## config.mk

```make
export PLATFORM = sky130hd
export DESIGN_NAME = elevator_plant_emulator_unit_flat
export DESIGN_NICKNAME = d
export VERILOG_FILES = /design/src/rtl/epe_pkg.sv /design/src/rtl/epe_item_if.sv /design/src/rtl/epe_result_if.sv /design/src/rtl/epe_core.sv /design/src/rtl/epe_emit.sv /design/src/rtl/elevator_plant_emulator_unit.sv /design/src/flat_wrapper.sv
export VERILOG_INCLUDE_DIRS = /design/src /design/src/rtl
export SDC_FILE = /design/constraint.sdc
export NUM_CORES = 1
export LEC_CHECK = 0
export ABC_AREA = 1
export BUFFER_PORTS_ARGS = -buffer_cell sky130_fd_sc_hd__buf_4
export CAP_MARGIN = 15
export CORE_MARGIN = 3
export CORE_UTILIZATION = 58
export DETAILED_ROUTE_END_ITERATION = 6
export GPL_ROUTABILITY_DRIVEN = 0
export GPL_TIMING_DRIVEN = 0
export PLACE_DENSITY = 0.88
export SLEW_MARGIN = 20
export SYNTH_ARGS = -nofsm -noshare
export SYNTH_HDL_FRONTEND = slang
export SYNTH_SLANG_ARGS = --single-unit
```

## constraint.sdc

```tcl
create_clock -name clk -period 4.6 [get_ports clk]
set_clock_uncertainty 0.1 [all_clocks]
set_input_delay 0.92 -clock clk [delete_from_list [all_inputs] [get_ports clk]]
set_output_delay 0.92 -clock clk [all_outputs]
set_load 0.05 [all_outputs]
```

## src/rtl/elevator_plant_emulator_unit_assert.svh

```systemverilog
// ---------------------------------------------------------------------------
// Assertion macros for the elevator plant emulator
// Both expect clk and arst_n in the scope where they are used.
// ---------------------------------------------------------------------------
`ifndef ELEVATOR_PLANT_EMULATOR_UNIT_ASSERT_SVH
`define ELEVATOR_PLANT_EMULATOR_UNIT_ASSERT_SVH

// same-cycle implication
`define EPE_ASSERT_IMP(label, ante, cons) \
	label: assert property (@(posedge clk) disable iff (!arst_n) (ante) |-> (cons)) \
		else $error("epe assertion failed");

// next-cycle implication
`define EPE_ASSERT_NXT(label, ante, cons) \
	label: assert property (@(posedge clk) disable iff (!arst_n) (ante) |=> (cons)) \
		else $error("epe assertion failed");

`endif

```

## src/rtl/epe_pkg.sv

```systemverilog
// ---------------------------------------------------------------------------
// epe_pkg
// Types, codes and constants shared by the elevator plant emulator.
// ---------------------------------------------------------------------------
`default_nettype none

package epe_pkg;

	localparam int FULL_SCALE = 1000;

	localparam int POS_W      = 10;
	localparam int STEP_W     = 10;
	localparam int CMD_W      = 4;
	localparam int CODE_W     = 5;
	localparam int EVT_N      = 19;
	localparam int LATCH_N    = 11;
	localparam int SENS_N     = 6;
	localparam int LVL_N      = 5;
	localparam int CFG_IDX_W  = 2;
	localparam int CFG_DATA_W = 10;

	localparam logic [POS_W-1:0] FULL_POS = POS_W'(FULL_SCALE);
	localparam logic [POS_W-1:0] WIN_LO   = POS_W'(FULL_SCALE / 20);
	localparam logic [POS_W-1:0] WIN_LH   = POS_W'(FULL_SCALE / 10);
	localparam logic [POS_W-1:0] WIN_UL   = POS_W'((9 * FULL_SCALE) / 10);
	localparam logic [POS_W-1:0] WIN_UH   = POS_W'((19 * FULL_SCALE) / 20);

	localparam logic [POS_W-1:0] CAB_RST  = POS_W'(FULL_SCALE / 10);
	localparam logic [POS_W-1:0] UDR_RST  = POS_W'((9 * FULL_SCALE) / 10);
	localparam logic [POS_W-1:0] LDR_RST  = POS_W'(FULL_SCALE / 10);

	// sensor latch bits
	localparam int S_CL  = 0;
	localparam int S_CU  = 1;
	localparam int S_UDO = 2;
	localparam int S_UDC = 3;
	localparam int S_LDO = 4;
	localparam int S_LDC = 5;
	localparam logic [LATCH_N-1:0] LATCH_RST =
		LATCH_N'((1 << S_CL) | (1 << S_UDC) | (1 << S_LDO));

	// event codes that are not derived from a loop index
	localparam int EV_BTN0     = 12;
	localparam int EV_LBAR_BLK = 15;
	localparam int EV_LBAR_REL = 16;
	localparam int EV_UBAR_BLK = 17;
	localparam int EV_UBAR_REL = 18;

	// action codes
	localparam logic ACT_CMD  = 1'b0;
	localparam logic ACT_TICK = 1'b1;

	// configuration register indexes
	localparam logic [CFG_IDX_W-1:0] REG_DOOR_MODE  = CFG_IDX_W'(0);
	localparam logic [CFG_IDX_W-1:0] REG_CABIN_STEP = CFG_IDX_W'(1);
	localparam logic [CFG_IDX_W-1:0] REG_DOOR_STEP  = CFG_IDX_W'(2);

	localparam logic [STEP_W-1:0] CABIN_STEP_RST = STEP_W'(1);
	localparam logic [STEP_W-1:0] DOOR_STEP_RST  = STEP_W'(10);

	typedef enum logic [1:0] {
		MOT_OFF = 2'd0,
		MOT_INC = 2'd1,
		MOT_DEC = 2'd2
	} motor_t;

	typedef enum logic [2:0] {
		CTL_EXT    = 3'd0,
		CTL_IDLE   = 3'd1,
		CTL_UOPEN  = 3'd2,
		CTL_UCLOSE = 3'd3,
		CTL_LOPEN  = 3'd4,
		CTL_LCLOSE = 3'd5
	} ctl_state_t;

	typedef enum logic [CMD_W-1:0] {
		CMD_CAB_STOP   = 4'd0,
		CMD_CAB_UP     = 4'd1,
		CMD_CAB_DOWN   = 4'd2,
		CMD_LDR_STOP   = 4'd3,
		CMD_LDR_OPEN   = 4'd4,
		CMD_LDR_CLOSE  = 4'd5,
		CMD_UDR_STOP   = 4'd6,
		CMD_UDR_OPEN   = 4'd7,
		CMD_UDR_CLOSE  = 4'd8,
		CMD_LLIGHT_ON  = 4'd9,
		CMD_LLIGHT_OFF = 4'd10,
		CMD_ULIGHT_ON  = 4'd11,
		CMD_ULIGHT_OFF = 4'd12
	} cmd_t;

	// fields of one accepted request
	typedef struct packed {
		logic             action;
		logic [CMD_W-1:0] command;
		logic [LVL_N-1:0] levels; // upper barrier .. cabin button
	} item_t;

	// state picture that goes with every result of a tick
	typedef struct packed {
		logic [POS_W-1:0]  cabin_position;
		logic [POS_W-1:0]  upper_door_position;
		logic [POS_W-1:0]  lower_door_position;
		logic [SENS_N-1:0] sensor_bits;
		logic [5:0]        motor_states;
		logic [1:0]        light_states;
		ctl_state_t        controller_state;
	} snap_t;

endpackage

`default_nettype wire

```

## src/rtl/epe_item_if.sv

```systemverilog
// ---------------------------------------------------------------------------
// epe_item_if
// Request channel: commands and ticks into the emulator.
// ---------------------------------------------------------------------------
`default_nettype none

interface epe_item_if import epe_pkg::*; ();
	logic             valid;
	logic             ready;
	logic             action;
	logic [CMD_W-1:0] command;
	logic             cabin_button;
	logic             lower_button;
	logic             upper_button;
	logic             lower_barrier;
	logic             upper_barrier;

	modport source (
		output valid, action, command, cabin_button, lower_button, upper_button,
		       lower_barrier, upper_barrier,
		input  ready
	);
	modport sink (
		input  valid, action, command, cabin_button, lower_button, upper_button,
		       lower_barrier, upper_barrier,
		output ready
	);
endinterface

`default_nettype wire

```

## src/rtl/epe_result_if.sv

```systemverilog
// ---------------------------------------------------------------------------
// epe_result_if
// Result channel: one event per transfer with the plant state picture.
// ---------------------------------------------------------------------------
`default_nettype none

interface epe_result_if import epe_pkg::*; ();
	logic              valid;
	logic              ready;
	logic              event_valid;
	logic [CODE_W-1:0] event_code;
	logic              last;
	logic [POS_W-1:0]  cabin_position;
	logic [POS_W-1:0]  upper_door_position;
	logic [POS_W-1:0]  lower_door_position;
	logic [SENS_N-1:0] sensor_bits;
	logic [5:0]        motor_states;
	logic [1:0]        light_states;
	logic [2:0]        controller_state;

	modport source (
		output valid, event_valid, event_code, last, cabin_position,
		       upper_door_position, lower_door_position, sensor_bits,
		       motor_states, light_states, controller_state,
		input  ready
	);
	modport sink (
		input  valid, event_valid, event_code, last, cabin_position,
		       upper_door_position, lower_door_position, sensor_bits,
		       motor_states, light_states, controller_state,
		output ready
	);
endinterface

`default_nettype wire

```

## src/rtl/epe_core.sv

```systemverilog
// ---------------------------------------------------------------------------
// epe_core
// Plant state, config registers, door controller and per-tick update.
// ---------------------------------------------------------------------------
`default_nettype none

module epe_core import epe_pkg::*; (
	input  wire logic                  clk,
	input  wire logic                  arst_n,
	input  wire logic                  cfg_we,
	input  wire logic [CFG_IDX_W-1:0]  cfg_index,
	input  wire logic [CFG_DATA_W-1:0] cfg_data,
	input  wire logic                  take,
	input  wire item_t                 item_in,
	output logic                       load,
	output logic [EVT_N-1:0]           mask,
	output snap_t                      snap
);

	logic              door_mode_q;
	logic [STEP_W-1:0] cabin_step_q;
	logic [STEP_W-1:0] door_step_q;

	logic [POS_W-1:0]   cab_pos_q, udr_pos_q, ldr_pos_q;
	motor_t             cab_mot_q, udr_mot_q, ldr_mot_q;
	logic [1:0]         light_q;
	ctl_state_t         ctl_q;
	logic [LATCH_N-1:0] latch_q;

	ctl_state_t         ctl_d;
	motor_t             udr_mot_d, ldr_mot_d;
	logic               free_ctl;
	logic [POS_W-1:0]   cab_pos_d, udr_pos_d, ldr_pos_d;
	logic [SENS_N-1:0]  win;
	logic [LATCH_N-1:0] latch_d;
	logic [LVL_N-1:0]   lvl;

	function automatic logic [POS_W-1:0] move_pos(
		input logic [POS_W-1:0]  pos,
		input motor_t            dir,
		input logic [STEP_W-1:0] step
	);
		logic [POS_W:0]   sum;
		logic [POS_W-1:0] res;
		sum = {1'b0, pos} + (POS_W+1)'(step);
		res = pos;
		case (dir)
			MOT_INC: res = (sum > {1'b0, FULL_POS}) ? FULL_POS : sum[POS_W-1:0];
			MOT_DEC: res = (pos > POS_W'(step)) ? pos - POS_W'(step) : '0;
			default: res = pos;
		endcase
		return res;
	endfunction

	function automatic logic in_win(
		input logic [POS_W-1:0] pos,
		input logic [POS_W-1:0] lo,
		input logic [POS_W-1:0] hi
	);
		return (pos >= lo) && (pos <= hi);
	endfunction

	// door controller next state, checks run in order against old latches
	always_comb begin
		ctl_d     = ctl_q;
		udr_mot_d = udr_mot_q;
		ldr_mot_d = ldr_mot_q;
		if (ctl_d == CTL_IDLE && cab_mot_q == MOT_OFF && latch_q[S_CU] && latch_q[S_UDC]) begin
			ctl_d     = CTL_UOPEN;
			udr_mot_d = MOT_DEC;
		end
		if (ctl_d == CTL_UOPEN && latch_q[S_UDO]) begin
			ctl_d     = CTL_IDLE;
			udr_mot_d = MOT_OFF;
		end
		if (ctl_d == CTL_IDLE && cab_mot_q != MOT_OFF && latch_q[S_CU] && latch_q[S_UDO]) begin
			ctl_d     = CTL_UCLOSE;
			udr_mot_d = MOT_INC;
		end
		if (ctl_d == CTL_UCLOSE && latch_q[S_UDC]) begin
			ctl_d     = CTL_IDLE;
			udr_mot_d = MOT_OFF;
		end
		if (ctl_d == CTL_IDLE && cab_mot_q == MOT_OFF && latch_q[S_CL] && latch_q[S_LDC]) begin
			ctl_d     = CTL_LOPEN;
			ldr_mot_d = MOT_DEC;
		end
		if (ctl_d == CTL_LOPEN && latch_q[S_LDO]) begin
			ctl_d     = CTL_IDLE;
			ldr_mot_d = MOT_OFF;
		end
		if (ctl_d == CTL_IDLE && cab_mot_q != MOT_OFF && latch_q[S_CL] && latch_q[S_LDO]) begin
			ctl_d     = CTL_LCLOSE;
			ldr_mot_d = MOT_INC;
		end
		if (ctl_d == CTL_LCLOSE && latch_q[S_LDC]) begin
			ctl_d     = CTL_IDLE;
			ldr_mot_d = MOT_OFF;
		end
	end

	// controller output: cabin may move only when no door is in motion by the FSM
	always_comb begin
		free_ctl = (ctl_d == CTL_EXT) || (ctl_d == CTL_IDLE);
	end

	assign cab_pos_d = free_ctl ? move_pos(cab_pos_q, cab_mot_q, cabin_step_q) : cab_pos_q;
	assign udr_pos_d = move_pos(udr_pos_q, udr_mot_d, door_step_q);
	assign ldr_pos_d = move_pos(ldr_pos_q, ldr_mot_d, door_step_q);

	assign win[S_CL]  = in_win(cab_pos_d, WIN_LO, WIN_LH);
	assign win[S_CU]  = in_win(cab_pos_d, WIN_UL, WIN_UH);
	assign win[S_UDO] = in_win(udr_pos_d, WIN_LO, WIN_LH);
	assign win[S_UDC] = in_win(udr_pos_d, WIN_UL, WIN_UH);
	assign win[S_LDO] = in_win(ldr_pos_d, WIN_LO, WIN_LH);
	assign win[S_LDC] = in_win(ldr_pos_d, WIN_UL, WIN_UH);

	assign lvl     = item_in.levels;
	assign latch_d = {lvl, win};

	always_comb begin
		mask = '0;
		for (int i = 0; i < SENS_N; i++) begin
			// cabin arrivals are swallowed while a door is busy
			mask[2*i]   = win[i] && !latch_q[i] && ((i >= 2) || free_ctl);
			mask[2*i+1] = !win[i] && latch_q[i];
		end
		for (int i = 0; i < 3; i++) begin
			mask[EV_BTN0+i] = lvl[i] && !latch_q[SENS_N+i];
		end
		mask[EV_LBAR_BLK] = lvl[3] && !latch_q[SENS_N+3];
		mask[EV_LBAR_REL] = !lvl[3] && latch_q[SENS_N+3];
		mask[EV_UBAR_BLK] = lvl[4] && !latch_q[SENS_N+4];
		mask[EV_UBAR_REL] = !lvl[4] && latch_q[SENS_N+4];
	end

	assign load = take && (item_in.action == ACT_TICK);

	assign snap.cabin_position      = cab_pos_d;
	assign snap.upper_door_position = udr_pos_d;
	assign snap.lower_door_position = ldr_pos_d;
	assign snap.sensor_bits         = win;
	assign snap.motor_states        = {ldr_mot_d, udr_mot_d, cab_mot_q};
	assign snap.light_states        = light_q;
	assign snap.controller_state    = ctl_d;

	always_ff @(posedge clk or negedge arst_n) begin
		if (!arst_n) begin
			door_mode_q  <= 1'b0;
			cabin_step_q <= CABIN_STEP_RST;
			door_step_q  <= DOOR_STEP_RST;
			cab_pos_q    <= CAB_RST;
			udr_pos_q    <= UDR_RST;
			ldr_pos_q    <= LDR_RST;
			cab_mot_q    <= MOT_OFF;
			udr_mot_q    <= MOT_OFF;
			ldr_mot_q    <= MOT_OFF;
			light_q      <= '0;
			ctl_q        <= CTL_IDLE;
			latch_q      <= LATCH_RST;
		end else if (cfg_we) begin
			case (cfg_index)
				REG_DOOR_MODE: begin
					// a mode change restarts the whole plant
					if (cfg_data[0] != door_mode_q) begin
						door_mode_q <= cfg_data[0];
						cab_pos_q   <= CAB_RST;
						udr_pos_q   <= UDR_RST;
						ldr_pos_q   <= LDR_RST;
						cab_mot_q   <= MOT_OFF;
						udr_mot_q   <= MOT_OFF;
						ldr_mot_q   <= MOT_OFF;
						light_q     <= '0;
						ctl_q       <= cfg_data[0] ? CTL_EXT : CTL_IDLE;
						latch_q     <= LATCH_RST;
					end
				end
				REG_CABIN_STEP: cabin_step_q <= cfg_data[STEP_W-1:0];
				REG_DOOR_STEP:  door_step_q  <= cfg_data[STEP_W-1:0];
				default: ;
			endcase
		end else if (load) begin
			cab_pos_q <= cab_pos_d;
			udr_pos_q <= udr_pos_d;
			ldr_pos_q <= ldr_pos_d;
			udr_mot_q <= udr_mot_d;
			ldr_mot_q <= ldr_mot_d;
			ctl_q     <= ctl_d;
			latch_q   <= latch_d;
		end else if (take) begin
			case (cmd_t'(item_in.command))
				CMD_CAB_STOP:   cab_mot_q  <= MOT_OFF;
				CMD_CAB_UP:     cab_mot_q  <= MOT_INC;
				CMD_CAB_DOWN:   cab_mot_q  <= MOT_DEC;
				CMD_LDR_STOP:   ldr_mot_q  <= MOT_OFF;
				CMD_LDR_OPEN:   ldr_mot_q  <= MOT_DEC;
				CMD_LDR_CLOSE:  ldr_mot_q  <= MOT_INC;
				CMD_UDR_STOP:   udr_mot_q  <= MOT_OFF;
				CMD_UDR_OPEN:   udr_mot_q  <= MOT_DEC;
				CMD_UDR_CLOSE:  udr_mot_q  <= MOT_INC;
				CMD_LLIGHT_ON:  light_q[0] <= 1'b1;
				CMD_LLIGHT_OFF: light_q[0] <= 1'b0;
				CMD_ULIGHT_ON:  light_q[1] <= 1'b1;
				CMD_ULIGHT_OFF: light_q[1] <= 1'b0;
				default: ;
			endcase
		end
	end

endmodule

`default_nettype wire

```

## src/rtl/epe_emit.sv

```systemverilog
// ---------------------------------------------------------------------------
// epe_emit
// Result register: holds one tick's event mask and sends events in order.
// ---------------------------------------------------------------------------
`default_nettype none

module epe_emit import epe_pkg::*; (
	input  wire logic             clk,
	input  wire logic             arst_n,
	input  wire logic             load,
	input  wire logic [EVT_N-1:0] mask_in,
	input  wire snap_t            snap_in,
	output logic                  free,
	epe_result_if.source          result
);

	logic [EVT_N-1:0]  mask_q;
	snap_t             snap_q;
	logic              busy_q;
	logic [EVT_N-1:0]  low_bit;
	logic [EVT_N-1:0]  rest;
	logic              last;
	logic              pop;
	logic [CODE_W-1:0] code;

	// lowest pending event goes first
	assign low_bit = mask_q & (~mask_q + EVT_N'(1));
	assign rest    = mask_q & ~low_bit;
	assign last    = (rest == '0);
	assign pop     = busy_q && result.ready;
	assign free    = !busy_q || (pop && last);

	always_comb begin
		code = '0;
		for (int i = EVT_N - 1; i >= 0; i--) begin
			if (mask_q[i]) begin
				code = CODE_W'(i);
			end
		end
	end

	always_ff @(posedge clk or negedge arst_n) begin
		if (!arst_n) begin
			busy_q <= 1'b0;
		end else if (load) begin
			busy_q <= 1'b1;
		end else if (pop && last) begin
			busy_q <= 1'b0;
		end
	end

	always_ff @(posedge clk) begin
		if (load) begin
			mask_q <= mask_in;
			snap_q <= snap_in;
		end else if (pop) begin
			mask_q <= rest;
		end
	end

	assign result.valid               = busy_q;
	assign result.event_valid         = (mask_q != '0);
	assign result.event_code          = code;
	assign result.last                = last;
	assign result.cabin_position      = snap_q.cabin_position;
	assign result.upper_door_position = snap_q.upper_door_position;
	assign result.lower_door_position = snap_q.lower_door_position;
	assign result.sensor_bits         = snap_q.sensor_bits;
	assign result.motor_states        = snap_q.motor_states;
	assign result.light_states        = snap_q.light_states;
	assign result.controller_state    = snap_q.controller_state;

endmodule

`default_nettype wire

```

## src/rtl/elevator_plant_emulator_unit.sv

```systemverilog
// ---------------------------------------------------------------------------
// elevator_plant_emulator_unit
// Two-floor elevator plant: motors, doors, sensors and coded sensor events.
// ---------------------------------------------------------------------------
//  channel  | dir | handshake        | carries
//  item     | in  | valid / ready    | action, command, button and barrier levels
//  result   | out | valid / ready    | event, last, positions, sensors, motors
//  cfg      | in  | cfg_we           | cfg_index, cfg_data (door_mode, steps)
//
// A tick request updates the plant in the cycle it is taken and loads the
// result register; it then leaves one result per event, or a single result
// with no event if there is none. A command request leaves no result.
// item.ready is low only while the result register still holds a tick whose
// last result is not being taken, so result stalls back up to the input.
// Reset is asynchronous; there is no clearing pass.
// ---------------------------------------------------------------------------
`default_nettype none
`include "elevator_plant_emulator_unit_assert.svh"

module elevator_plant_emulator_unit import epe_pkg::*; (
	input  wire logic                  clk,
	input  wire logic                  arst_n,
	input  wire logic                  cfg_we,
	input  wire logic [CFG_IDX_W-1:0]  cfg_index,
	input  wire logic [CFG_DATA_W-1:0] cfg_data,
	epe_item_if.sink                   item,
	epe_result_if.source               result
);

	logic             take;
	logic             load;
	logic             free;
	logic [EVT_N-1:0] mask;
	snap_t            snap;
	item_t            item_in;

	assign item.ready = free;
	assign take       = item.valid && free;

	assign item_in.action  = item.action;
	assign item_in.command = item.command;
	assign item_in.levels  = {item.upper_barrier, item.lower_barrier, item.upper_button,
	                          item.lower_button, item.cabin_button};

	epe_core u_core (
		.clk       (clk),
		.arst_n    (arst_n),
		.cfg_we    (cfg_we),
		.cfg_index (cfg_index),
		.cfg_data  (cfg_data),
		.take      (take),
		.item_in   (item_in),
		.load      (load),
		.mask      (mask),
		.snap      (snap)
	);

	epe_emit u_emit (
		.clk     (clk),
		.arst_n  (arst_n),
		.load    (load),
		.mask_in (mask),
		.snap_in (snap),
		.free    (free),
		.result  (result)
	);

	`EPE_ASSERT_IMP(a_quiet_is_last, result.valid && !result.event_valid, result.last)
	`EPE_ASSERT_NXT(a_tick_gives_result,
		item.valid && item.ready && item.action == ACT_TICK, result.valid)
	`EPE_ASSERT_IMP(a_ready_when_empty, !result.valid, item.ready)
	`EPE_ASSERT_IMP(a_cabin_in_range, result.valid, result.cabin_position <= FULL_POS)

endmodule

`default_nettype wire

```

## src/flat_wrapper.sv

```systemverilog
// flat-port wrapper written by rule: the top's interface ports become plain ports
module elevator_plant_emulator_unit_flat import epe_pkg::*;
  (clk, arst_n, cfg_we, cfg_index, cfg_data, item_valid, item_action, item_command, item_cabin_button, item_lower_button, item_upper_button, item_lower_barrier, item_upper_barrier, item_ready, result_valid, result_event_valid, result_event_code, result_last, result_cabin_position, result_upper_door_position, result_lower_door_position, result_sensor_bits, result_motor_states, result_light_states, result_controller_state, result_ready);
  epe_item_if item_i ();
  epe_result_if result_i ();
  input  wire logic clk;
  input  wire logic arst_n;
  input  wire logic cfg_we;
  input  wire logic [CFG_IDX_W-1:0] cfg_index;
  input  wire logic [CFG_DATA_W-1:0] cfg_data;
  input wire logic [$bits(item_i.valid)-1:0] item_valid;
  input wire logic [$bits(item_i.action)-1:0] item_action;
  input wire logic [$bits(item_i.command)-1:0] item_command;
  input wire logic [$bits(item_i.cabin_button)-1:0] item_cabin_button;
  input wire logic [$bits(item_i.lower_button)-1:0] item_lower_button;
  input wire logic [$bits(item_i.upper_button)-1:0] item_upper_button;
  input wire logic [$bits(item_i.lower_barrier)-1:0] item_lower_barrier;
  input wire logic [$bits(item_i.upper_barrier)-1:0] item_upper_barrier;
  output wire logic [$bits(item_i.ready)-1:0] item_ready;
  output wire logic [$bits(result_i.valid)-1:0] result_valid;
  output wire logic [$bits(result_i.event_valid)-1:0] result_event_valid;
  output wire logic [$bits(result_i.event_code)-1:0] result_event_code;
  output wire logic [$bits(result_i.last)-1:0] result_last;
  output wire logic [$bits(result_i.cabin_position)-1:0] result_cabin_position;
  output wire logic [$bits(result_i.upper_door_position)-1:0] result_upper_door_position;
  output wire logic [$bits(result_i.lower_door_position)-1:0] result_lower_door_position;
  output wire logic [$bits(result_i.sensor_bits)-1:0] result_sensor_bits;
  output wire logic [$bits(result_i.motor_states)-1:0] result_motor_states;
  output wire logic [$bits(result_i.light_states)-1:0] result_light_states;
  output wire logic [$bits(result_i.controller_state)-1:0] result_controller_state;
  input wire logic [$bits(result_i.ready)-1:0] result_ready;
  assign item_i.valid = item_valid;
  assign item_i.action = item_action;
  assign item_i.command = item_command;
  assign item_i.cabin_button = item_cabin_button;
  assign item_i.lower_button = item_lower_button;
  assign item_i.upper_button = item_upper_button;
  assign item_i.lower_barrier = item_lower_barrier;
  assign item_i.upper_barrier = item_upper_barrier;
  assign item_ready = item_i.ready;
  assign result_valid = result_i.valid;
  assign result_event_valid = result_i.event_valid;
  assign result_event_code = result_i.event_code;
  assign result_last = result_i.last;
  assign result_cabin_position = result_i.cabin_position;
  assign result_upper_door_position = result_i.upper_door_position;
  assign result_lower_door_position = result_i.lower_door_position;
  assign result_sensor_bits = result_i.sensor_bits;
  assign result_motor_states = result_i.motor_states;
  assign result_light_states = result_i.light_states;
  assign result_controller_state = result_i.controller_state;
  assign result_i.ready = result_ready;
  elevator_plant_emulator_unit u_core (.clk(clk), .arst_n(arst_n), .cfg_we(cfg_we), .cfg_index(cfg_index), .cfg_data(cfg_data), .item(item_i), .result(result_i));
endmodule
```

== Yosys cells after proc, flatten, opt, wreduce, memory -nomap -nowiden ==
Index checks and enable logic that the tools add are counted.

* Bits in registers: 140
* Input port bits: 27
* Logic and storage cells: 266

* Add/sub/neg operators: 7
* Magnitude comparators: 18
* Eq/ne operators: 33
* Multiplexer cells: 87
* Bitwise operators: 4
* Reduce and logical (&&, ||, !) cells: 95

{| class="wikitable"
|+ Operators with widths
! operator !! number
|-
| 2-to-1 mux 10 bit || 17
|-
| 2-to-1 mux 5 bit || 19
|-
| case mux 10 bit (2 select lines) || 3
|-
| logical AND 1 bit || 47
|-
| 2-to-1 mux 11 bit || 4
|-
| 2-to-1 mux 2 bit || 22
|-
| bitwise AND 19 bit || 2
|-
| 2-to-1 mux 19 bit || 2
|-
| inverter 19 bit || 2
|-
| 2-to-1 mux 3 bit || 12
|-
| adder 10 x 10 -> 11 bit || 3
|-
| greater-than comparator 11 x 10 -> 1 bit, second input constant || 3
|-
| >= comparator 10 bit, second input constant || 3
|-
| >= comparator 10 x 6 -> 1 bit, second input constant || 3
|-
| greater-than comparator 10 bit || 3
|-
| <= comparator 10 bit, second input constant || 3
|-
| <= comparator 10 x 7 -> 1 bit, second input constant || 3
|-
| subtractor 10 bit || 3
|-
| equality test 4 bit, second input constant || 5
|-
| logical NOT 1 bit || 20
|-
| adder 19 x 1 -> 19 bit, second input constant || 1
|-
| logical NOT 19 bit || 1
|-
| nonzero test 19 bit || 1
|-
| case mux 2 bit (3 select lines) || 3
|-
| other kinds (25) || 59
|}

== Logic depth before layout (Yosys ltp) ==
Gate-level depths: netlist of run 1.

* Word-level depth: 40
* Depth in mapped cells: 31
* Depth with buffers taken out: 31

== Hierarchy ==
From an unflattened synthesis of run 1, not the netlist that was laid out.

* Cell total of the unflattened synthesis: 1,335
* Area, all modules: 10,171.0 µm²

{| class="wikitable"
|+ By module, submodules not included
! module !! times used !! cells each !! area an instance (µm²) !! seq. area each (µm²)
|-
| epe_core || 1 || 1,109 || 7,414.6 || 1,848.0
|-
| epe_emit || 1 || 224 || 2,748.9 || 2,006.9
|-
| elevator_plant_emulator_unit || 1 || 2 || 7.5 || 0.0
|}

== Least setup slack after synthesis of run 1 ==
No wires, ideal clock.

* Path kind: register to register
* Start: reg u_core.u_emit.mask_q[4]
* End: reg u_core.u_emit.mask_q[12], data pin
* Setup time: 0.291 ns
* Arrival time: 3.777 ns
* Slack: 0.432 ns
* Cell stages (with the launch flop): 16
* Clock period less this slack: 4.168 ns
* Path through: edfxtp_1 > nor2_1 > and2_1 > nand2_2 > nor2_4 > nand2_2 > or3_1 > o21ai_1 > nand3_1 > nor2_1 > nand2_1 > a21boi_2 > nand2_2 > inv_1 > buf_2 > o21ai_0

* Cells in the longest elaborated chain, start to end: 11
* Elaborated cells between the ends (all ways): 12
* Classes of those cells: add/sub (1); mux (2); bitwise (4); reduce/logical (5)

{| class="wikitable"
|+ RTL lines
! what !! RTL line !! source
|-
| start, declared || epe_emit.sv:17 || <nowiki>logic [EVT_N-1:0] mask_q;</nowiki>
|-
| start signal, assigned || epe_emit.sv:54 || <nowiki>mask_q <= mask_in;</nowiki>
|-
| start signal, assigned || epe_emit.sv:57 || <nowiki>mask_q <= rest;</nowiki>
|-
| inverter 19 bit || epe_emit.sv:27 || <nowiki>assign low_bit = mask_q & (~mask_q + EVT_N'(1));</nowiki>
|-
| adder 19 x 1 -> 19 bit || epe_emit.sv:27 ||
|-
| bitwise AND 19 bit || epe_emit.sv:27 ||
|-
| inverter 19 bit || epe_emit.sv:28 || <nowiki>assign rest = mask_q & ~low_bit;</nowiki>
|-
| bitwise AND 19 bit * || epe_emit.sv:28 ||
|-
| logical NOT 19 bit * || epe_emit.sv:29 || <nowiki>assign last = (rest == '0);</nowiki>
|-
| net result_last || flat_wrapper.sv:23 || <nowiki>output wire logic [$bits(result_i.last)-1:0] result_last;</nowiki>
|-
| logical AND 1 bit * || epe_emit.sv:31 || <nowiki>assign free = !busy_q || (pop && last);</nowiki>
|-
| logical OR 1 bit * || epe_emit.sv:31 ||
|-
| logical AND 1 bit * || elevator_plant_emulator_unit.sv:38 || <nowiki>assign take = item.valid && free;</nowiki>
|-
| logical AND 1 bit * || epe_core.sv:137 || <nowiki>assign load = take && (item_in.action == ACT_TICK);</nowiki>
|-
| net u_core.load || elevator_plant_emulator_unit.sv:31 || <nowiki>logic load;</nowiki>
|-
| 2-to-1 mux 19 bit * || epe_emit.sv:53 || <nowiki>if (load) begin</nowiki>
|}

The timed path passes the listed nets; every way through them passes the cells marked *. The select of a mux whose other input is x is not followed.
A chain may end at the register's enable or synchronous reset.

==> metrics.cfg, run 1 <==
[status]
status=finished clean

[clock_network]
clock-sinks=140
cts_buffers=17
htree_levels=4
cts_buffer_depth=2
clk_pin_slew_worst_paths_ns=0.06
post-cts-setup-buffers=0
cts_root_buffer=clkbuf_16
cts_tree=built
insertion_delay_ns=0.43

[placed_design]
place_ws_ns=0.271
detailed_place_hpwl_microns=21400
place_area_sq_mm=0.0113
port_buffers=81

[timing]
grt_setup_unrepaired=yes
finalSetupViolations=0
period_needed_ns=4.37
layout_setup_ws_ns=0.234
finalMaxSlewViolations=0
max_slew.worst_pin.slew_ns=0.973
hold_violations=0
slew-limit-headroom=0.351
period_share=0.949
fmax_ghz=0.229

[synth]
avgSynthCellArea_sq_um=7.53
syn_nets=1478
syn_inst=1380
yosysTopAreaCell=edfxtp_1
synthFlopType=edfxtp_1
yosys_register_bits=140
yosys_warnings=0
synthTopCellsByArea=edfxtp_1 (19%), dfrtp_1 (14%), nand2_1 (10%)
yosysTopAreaCellShare=0.191
synth_edf_count=66
synth_area_sq_mm=0.0104
ys_types=58
async_flop_share=0.529
ys_seq_area_frac=0.371

[global_route]
grt_pass1_vias=9635
grt_max_degree=75
track_usage=0.293
grt_first_pass_wirelength_microns=46400
grt_overflow_total=0
grt_antenna_before_repair=0

[route]
via_per_inst=5.86
num_vias=10100
dr.pass1.iters=5
ant_nets=0
drt_iter0_markers=1079
routedWlPerCell_microns=16.9
drc=0
drt-total-wl_microns=29100

[setup_path]
required_ns=4.68
start_kind=flip-flop
critPathBufInv=7
crit_family=simple AND/OR/NAND/NOR gates
cp_max_fo=8
path_common_cell=nand2_1
crit_slowest_cell=dfrtp_1
arrival_ns=4.45
timing.rr.start=u_core.u_core.cab_mot_q[1]$_DFFE_PN0P_
cp-end-kind=flip-flop
path_class=reg2reg
startpoint=u_core.u_core.cab_mot_q[1]$_DFFE_PN0P_
max_stage_delay_ns=0.44

[final_layout]
antenna_cells=0
nets=1578
finalInstanceArea_sq_mm=0.0120
area_growth_syn_to_layout_pct=15.2
fillers=1307
layout-drive-gt1-share=0.152
final_core_util=0.688

[pwr]
comb_power_share=0.362
netSwitchingFraction=0.388
powerDensity_mw_per_mm2=408
peakVddDrop_mv=0.432
p_sw_mw=1.90
p_int_mw=2.99
clkPwrFrac=0.311
leakagePower_nw=5.89
seqPwrFrac=0.326

[min_path]
hp-start=u_core.u_core.udr_mot_q[0]$_DFFE_PN0P_
hp-class=reg2reg

[floorplanning]
initial_core_util=0.597
dieArea_sq_mm=0.0196
top_level_ports=83
die_h_microns=140
core_sq_mm=0.0174
die_w_microns=140
rows=48

[job]
maxCapViolCount=0

-- worst reg2reg max path, delay by kind of cell, from the launching register on --
| family | cells | cell delay, ns |
|---|---|---|
| AOI/OAI and AO/OA | 2 | 0.54 |
| DFF | 1 | 0.44 |
| buffers and inverters | 7 | 0.95 |
| and+or+nand+nor | 15 | 1.59 |
| adders and majority gates | 2 | 0.51 |
-- state kept, by name, summed over array words and instances, names as in the netlist, 6 cells and up --
signal	cells
u_core.u_emit.mask_q	19
u_core.u_core.latch_q	11
u_core.u_emit.result.motor_states	6
u_core.u_emit.result.cabin_position	10
u_core.u_core.cab_pos_q	10
u_core.u_core.door_step_q	10
u_core.u_emit.result.sensor_bits	6
u_core.u_core.udr_pos_q	10
u_core.u_emit.result.lower_door_position	10
u_core.u_core.ldr_pos_q	10
u_core.u_core.cabin_step_q	10
u_core.u_emit.result.upper_door_position	10
-- per-layer routing --
metal  wire [microns]  track usage  vias to the layer above
li1                 -            -                     4714
met1            11200        0.365                     4661
met2            13800        0.488                      559
met3             2570       0.0533                      126
met4             1470        0.151                        0
met5                0            0                        -
-- power by group through the flow --
stage	clock (mW)	combinational, mW	sequential, mW
CTS	1.52	1.72	1.59
finish	1.52	1.77	1.59
detailed placement	0	1.69	1.61
global route	1.58	1.95	1.61
global placement	0	1.64	1.60
floorplan	0	1.23	1.63
-- per-stage QoR --
stage | std cells | power (mW) | setup TNS [ns] | hold slack [ns]
after floorplan | 1380 | 2.86 | 0 | 0.319
after global placement | 1686 | 3.24 | 0 | 0.343
after detailed placement | 1686 | 3.30 | 0 | 0.363
after CTS | 1718 | 4.83 | 0 | 0.394
after global routing | 1718 | 5.13 | -0.0155 | 0.406
final | 1718 | 4.89 | 0 | 0.398
-- final cells by class --
cell class	count	area [sq um]	area share
Buffer	36	174	0.0145
Clock buffer	23	553	0.0462
Clock inverter	9	115	0.00961
Inverter	237	890	0.0743
Multi-Input combinational cell	967	5500	0.459
Sequential cell	140	3850	0.322
Tap cell	225	282	0.0235
Timing Repair Buffer	81	608	0.0508
-- placed cells by master, fill, tap and decap left out, drive strengths merged, types with 23 or more instances in the layout --
| cell | Yosys | final |
|---|---|---|
| nand3 | 77 | 77 |
| buf | 12 | 94 |
| nand2 | 310 | 310 |
| edfxtp | 66 | 66 |
| nor2 | 154 | 154 |
| dfrtp | 57 | 57 |
| o21ai | 112 | 112 |
| ha | 65 | 65 |
| clkbuf | 24 | 46 |
| o22ai | 23 | 23 |
| inv | 236 | 239 |
| a21oi | 78 | 78 |
| nand4 | 23 | 23 |
| xor2 | 30 | 30 |
-- cell families after synthesis --
kind of cell | synth area share
AND/OR/NAND/NOR | 0.263
XOR/XNOR | 0.0286
AO/OA/AOI/OAI | 0.142
adder cells (fa/ha/maj) | 0.0908
buffers and inverters | 0.102
flip-flops | 0.371
multiplexers | 0.00313
-- synth_stat cells (4+ instances only) --
cell and count:
nor4_1 7, nand2_4 4, o21ai_0 93, nor2_4 8
nor2_1 133, o31ai_1 6, o22ai_1 23, edfxtp_1 66
ha_1 65, a31oi_1 11, o21bai_1 4, dfrtp_1 57
xnor2_1 4, inv_2 12, xor2_1 30, nor3_1 17
o21ai_2 7, nand4_1 23, fa_1 6, nand3_1 70
nand2_1 289, o21ai_1 10, a21oi_1 78, clkbuf_1 24
nand3_2 4, buf_2 7, inv_1 224, nor2_2 13
nand2_2 16, dfstp_2 17, o211ai_1 8
-- repair_timing --
action,CTS,global route
endpoints found under the setup margin,0,7
hold endpoints to repair,0,0
gates resized for setup,0,9
hold buffers,0,0
-- path summary, 6_finish.rpt --
| kind | end | slack [ns] | cells after the start |
|---|---|---|---|
| worst max register to register | u_core.u_emit.mask_q[5]$_DFFE_PP_ | 0.23 | 26 |
| max in group asynchronous | u_core.u_core.cabin_step_q[1]$_DFFE_PN0P_ | 3.23 | 1 |
| worst min register to register | u_core.u_core.udr_mot_q[0]$_DFFE_PN0P_ | 0.40 | 2 |
| worst max-delay path | u_core.u_emit.mask_q[5]$_DFFE_PP_ | 0.23 | 26 |
| min in group asynchronous | u_core.u_core.latch_q[9]$_DFFE_PN0P_ | 0.52 | 1 |
| worst min-delay path | u_core.u_core.udr_mot_q[0]$_DFFE_PN0P_ | 0.40 | 2 |
Note: power is estimated with default switching activity, not from simulation.
==> run 2: changes to the inputs <==
Settings changed: CORE_UTILIZATION 58 to 40, PLACE_DENSITY 0.88 to 0.67.
==> run 2 against run 1 <==
Against the previous run: sequential power hardly changed; global-route usage is 8.8 points lower; fmax is 2.4% higher; non-clock buffer count is 1 lower; sequential share of layout area is 0.22 points lower; critical path type unchanged; critical endpoint is now u_core.u_emit.mask_q[7]$_DFFE_PP_.
==> metrics.cfg, run 2 (synthesis results as in run 1) <==
[clock_network]
clk_pin_slew_worst_paths_ns=0.06
cts_buffers=17
clock-sinks=140
htree_levels=4
cts_root_buffer=clkbuf_16
insertion_delay_ns=0.43
cts_buffer_depth=2
cts_tree=built
holdBufCountCts=0

[pwr]
report.power.total_mw=4.77
leakagePower_nw=5.85
powerDensity_mw_per_mm2=395
peakVddDrop_mv=0.290

[setup_path]
cp_max_fo=7
cp-end-kind=flip-flop
start_kind=flip-flop
worstSetupPathDepth=19
crit_family=simple AND/OR/NAND/NOR gates
crit_path_cell_trace=inv_1 -> ha_1 -> clkbuf_1 -> inv_1 -> a21oi_1 -> o21ai_1 -> nand2_1 -> o311ai_0 -> xor2_1 -> nor3_1 -> nand3_1 -> nand3_1 -> nand2_1 -> a22oi_1 -> nand3_1 -> nor2_1 -> nand2_1 -> nand2_1 -> nand2_1
max_stage_delay_ns=0.59
path_class=reg2reg
critPathBufInv=3
arrival_ns=4.35
required_ns=4.68
crit_slowest_cell=dfstp_2
r2r_cells=19
path_common_cell=nand2_1

[min_path]
hp-class=reg2reg
whs_path_depth=0

[timing]
fmax_ghz=0.234
finalSetupViolations=0
grt_setup_unrepaired=no
period_needed_ns=4.27
max_slew.worst_pin.slew_ns=1.01
finalMaxSlewViolations=0
hold_violations=0
slew-limit-headroom=0.328
final.setup.tns_ns=0
period_share=0.927

[global_route]
grt_overflow_total=0
grt_max_degree=75
grt_first_pass_wirelength_microns=46700
track_usage=0.205
grt_antenna_before_repair=0
grt_pass1_vias=9033

[floorplanning]
top_level_ports=83
die_w_microns=167
rows=58
die_h_microns=167
core_sq_mm=0.0253
dieArea_sq_mm=0.0280
initial_core_util=0.410

[placed_design]
detailed_place_hpwl_microns=22200
place_area_sq_mm=0.0114
port_buffers=81

[final_layout]
fillers=2472
antenna_cells=0
layout-drive-gt1-share=0.151
reg_top3=u_core.u_emit.mask_q (19), u_core.u_core.latch_q (11)
largest_register_ffs=19
finalInstanceArea_sq_mm=0.0121
final_cell_mix=nand2_1 (287), inv_1 (224), nor2_1 (133), o21ai_0 (92), buf_4 (85)
nets=1577
final_common_cell=nand2_1
area_growth_syn_to_layout_pct=16.0
regMostFlops=u_core.u_emit.mask_q

[route]
dr.pass1.iters=5
ant_nets=0
routedWlPerCell_microns=15.8
drt-total-wl_microns=28700
via_per_inst=5.20
drt_iter0_markers=893
drc=0
num_vias=9471

[job]
maxCapViolCount=0

[status]
status=finished clean

==> run 2: timing repair <==
action	CTS	global route
setup endpoints to repair	0	7
resized for setup	0	8
buffers inserted	0	0
==> run 2: report_power, final <==
part           internal (mW)  switching (mW)  leakage [nW]  total [mW]
sequential              1.48           0.111          1.55        1.59
clock                  0.911           0.537         0.296        1.45
combinational          0.545            1.19          4.01        1.73
==> run 2: per-stage QoR <==
step | worst slack, ns | hold WS, ns | utilization | std cells
6_report | 0.334 | 0.348 | 0.476 | 1822
5_1_grt | 0.00358 | 0.356 | 0.476 | 1822
4_1_cts | 0.187 | 0.348 | 0.475 | 1823
3_5_place_dp | 0.212 | 0.334 | 0.451 | 1791
3_3_place_gp | 0.101 | 0.334 | 0.451 | 1791
2_1_floorplan | 0.432 | 0.319 | - | 1380
==> run 2: cell type report <==
class	count	area, sq um	area share
flip-flops and latches	140	3850	0.320
clock inverters	9	135	0.0112
inverters	237	890	0.0738
multi-input cells	967	5500	0.456
plain buffers	35	170	0.0141
well taps	330	413	0.0343
repair buffers	81	608	0.0504
clock buffers	23	488	0.0405
==> run 2: path summary, 6_finish.rpt <==
| path | to | slack [ns] | start |
|---|---|---|---|
| max | u_core.u_emit.mask_q[7]$_DFFE_PP_ | 0.33 | u_core.u_core.door_step_q[3]$_DFFE_PN1P_ |
| min | u_core.u_emit.result.light_states[0]$_DFFE_PP_ | 0.35 | u_core.u_core.light_q[0]$_DFFE_PN0P_ |
| max reg2reg | u_core.u_emit.mask_q[7]$_DFFE_PP_ | 0.33 | u_core.u_core.door_step_q[3]$_DFFE_PN1P_ |
| min reg2reg | u_core.u_emit.result.light_states[0]$_DFFE_PP_ | 0.35 | u_core.u_core.light_q[0]$_DFFE_PN0P_ |
| max in group asynchronous | u_core.u_core.door_step_q[7]$_DFFE_PN0P_ | 3.18 | arst_n |
| min in group asynchronous | u_core.u_core.latch_q[10]$_DFFE_PN0P_ | 0.54 | arst_n |
==> run 2: routing by layer <==
layer | vias to the layer above | track usage | routed length (microns)
met1 | 4433 | 0.278 | 13000
met5 | - | 0 | 0
met3 | 35 | 0.0293 | 1440
met4 | 0 | 0.0491 | 503
met2 | 289 | 0.348 | 13800
li1 | 4714 | - | -
==> run 3: changes to the inputs <==
Settings changed: CORE_ASPECT_RATIO set to 2.
==> run 3 against run 2 <==
Against the previous run: sequential power barely moved; routed wire length up 7.5%; critical path type unchanged; cell count grew 0.38%; register-to-register slack worse by 0.06 ns; first-iteration DRC count fell by 35%; critical path depth up 1; core utilization increased by 0.21 points; largest power group unchanged; sequential share of layout area down 0.16 points; highest routed layer unchanged; die area up 0.42%; critical endpoint is now u_core.u_emit.mask_q[5]$_DFFE_PP_; worst hold slack better by 0.041 ns; sequential cell count unchanged; clock-buffer cell count stayed put.
==> metrics.cfg, run 3 (synthesis results as in run 1) <==
[status]
status=finished clean

[floorplanning]
top_level_ports=83
rows=82
dieArea_sq_mm=0.0281
die_h_microns=234
initial_core_util=0.410
core_sq_mm=0.0253
die_w_microns=120

[route]
drt_iter0_markers=580
via_per_inst=5.24
wl_met3_microns=1190
met2WireLength_microns=16600
drc=0
top_layer=met4
dr.pass1.iters=6
routedWlPerCell_microns=16.9
drt-total-wl_microns=30900
met1_length_microns=10700
num_vias=9579
ant_nets=0

[clock_network]
cts_tree=built
cts_buffer_depth=2
cts_root_buffer=clkbuf_16
htree_levels=4
clock-sinks=140
cts_buffers=17
holdBufCountCts=0
insertion_delay_ns=0.43
clk_pin_slew_worst_paths_ns=0.06

[setup_path]
timing.rr.start=u_core.u_core.door_step_q[1]$_DFFE_PN1P_
startpoint=u_core.u_core.door_step_q[1]$_DFFE_PN1P_
cp_max_fo=6
required_ns=4.68
r2r_slack_ns=0.27
crit_end=u_core.u_emit.mask_q[5]$_DFFE_PP_
path_class=reg2reg
worstReg2RegEnd=u_core.u_emit.mask_q[5]$_DFFE_PP_
arrival_ns=4.41
cp-end-kind=flip-flop
start_kind=flip-flop
r2r_cells=20

[timing]
finalMaxSlewViolations=0
period_needed_ns=4.33
finalSetupViolations=0
fmax_ghz=0.231
final.setup.tns_ns=0
grt_setup_unrepaired=no
hold_violations=0
period_share=0.941
slew-limit-headroom=0.490
max_slew.worst_pin.slew_ns=0.763
hold_slack_ns=0.389

[pwr]
powerDensity_mw_per_mm2=401
report.power.total_mw=4.86
peakVddDrop_mv=0.278
leakagePower_nw=5.87

[final_layout]
final_core_util=0.478
nets=1578
largest_register_ffs=19
final_common_cell=nand2_1
area_growth_syn_to_layout_pct=16.6
reg_top3=u_core.u_emit.mask_q (19), u_core.u_core.latch_q (11)
final_cell_mix=nand2_1 (287), inv_1 (223), nor2_1 (133), o21ai_0 (90), buf_4 (86)
antenna_cells=0
regMostFlops=u_core.u_emit.mask_q
layout-drive-gt1-share=0.155

[placed_design]
port_buffers=81
detailed_place_hpwl_microns=24200

[global_route]
grt_overflow_total=0
grt_pass1_vias=9571
grt_antenna_before_repair=0
grt_max_degree=75
track_usage=0.224
grt_first_pass_wirelength_microns=48700

[job]
maxCapViolCount=0

[min_path]
hp-class=in2async

## run 3: stage by stage
step                      cells  instance area (sq um)  setup WS (ns)
after floorplan            1380                  10400          0.432
after global placement     1797                  11400          0.148
after detailed placement   1797                  11400          0.156
after CTS                  1829                  12100          0.112
after global routing       1829                  12100         0.0169
final                      1829                  12100          0.269
## run 3: report_power, final
| group | switching, mW | internal (mW) | leakage [nW] |
|---|---|---|---|
| clock | 0.547 | 0.945 | 0.313 |
| combinational | 1.22 | 0.553 | 4.01 |
| sequential | 0.120 | 1.48 | 1.55 |
## run 3: how the worst min path moves through the flow
stage / to / start / slack (ns) / cells past startpoint
finish: u_core.u_core.door_step_q[4]$_DFFE_PN0P_ / arst_n / 0.39 / 1
global route: u_core.u_emit.result.light_states[0]$_DFFE_PP_ / u_core.u_core.light_q[0]$_DFFE_PN0P_ / 0.42 / 0
CTS: u_core.u_core.udr_mot_q[1]$_DFFE_PN0P_ / u_core.u_core.udr_mot_q[1]$_DFFE_PN0P_ / 0.39 / 2
detailed placement: u_core.u_core.udr_mot_q[1]$_DFFE_PN0P_ / u_core.u_core.udr_mot_q[1]$_DFFE_PN0P_ / 0.38 / 2
global placement: u_core.u_core.udr_mot_q[1]$_DFFE_PN0P_ / u_core.u_core.udr_mot_q[1]$_DFFE_PN0P_ / 0.37 / 2
floorplan: u_core.u_emit.result.light_states[0]$_DFFE_PP_ / u_core.u_core.light_q[0]$_DFFE_PN0P_ / 0.32 / 0
## run 3: final cells by class
| cell class | count | area (sq um) |
|---|---|---|
| fill | 2549 | 13200 |
| timing repair buffer | 83 | 627 |
| clock inverter | 9 | 130 |
| clock buffer | 23 | 510 |
| tap | 336 | 420 |
| sequential | 140 | 3850 |
| buffer | 34 | 166 |
| multi-input combinational | 967 | 5510 |
| inverter | 237 | 893 |
## run 3: per-layer routing
layer,global-route usage,vias up
li1,-,4706
met1,0.217,4443
met2,0.422,309
met3,0.0343,121
met4,0.166,0
met5,0,-
## run 3: what timing repair did
action,in CTS,in global routing
endpoints found under the setup margin,0,8
setup buffers,0,2
gates resized for setup,0,15
## run 3: critical path, cell delays in order (launching register included)
cell	delay [ns]
dfstp_2	0.68
clkinvlp_4	0.22
buf_4	0.18
fa_1	0.46
o21ai_1	0.36
a21oi_1	0.11
nor2_1	0.11
nor2_1	0.06
xor2_1	0.17
nor3_1	0.20
nand3_1	0.21
nand2_1	0.17
o21ai_0	0.10
nand2_1	0.11
nand2_1	0.16
nor2_1	0.16
nand2_1	0.09
nand2_1	0.12
nand3_1	0.14
nand2_1	0.10
nand2_1	0.05
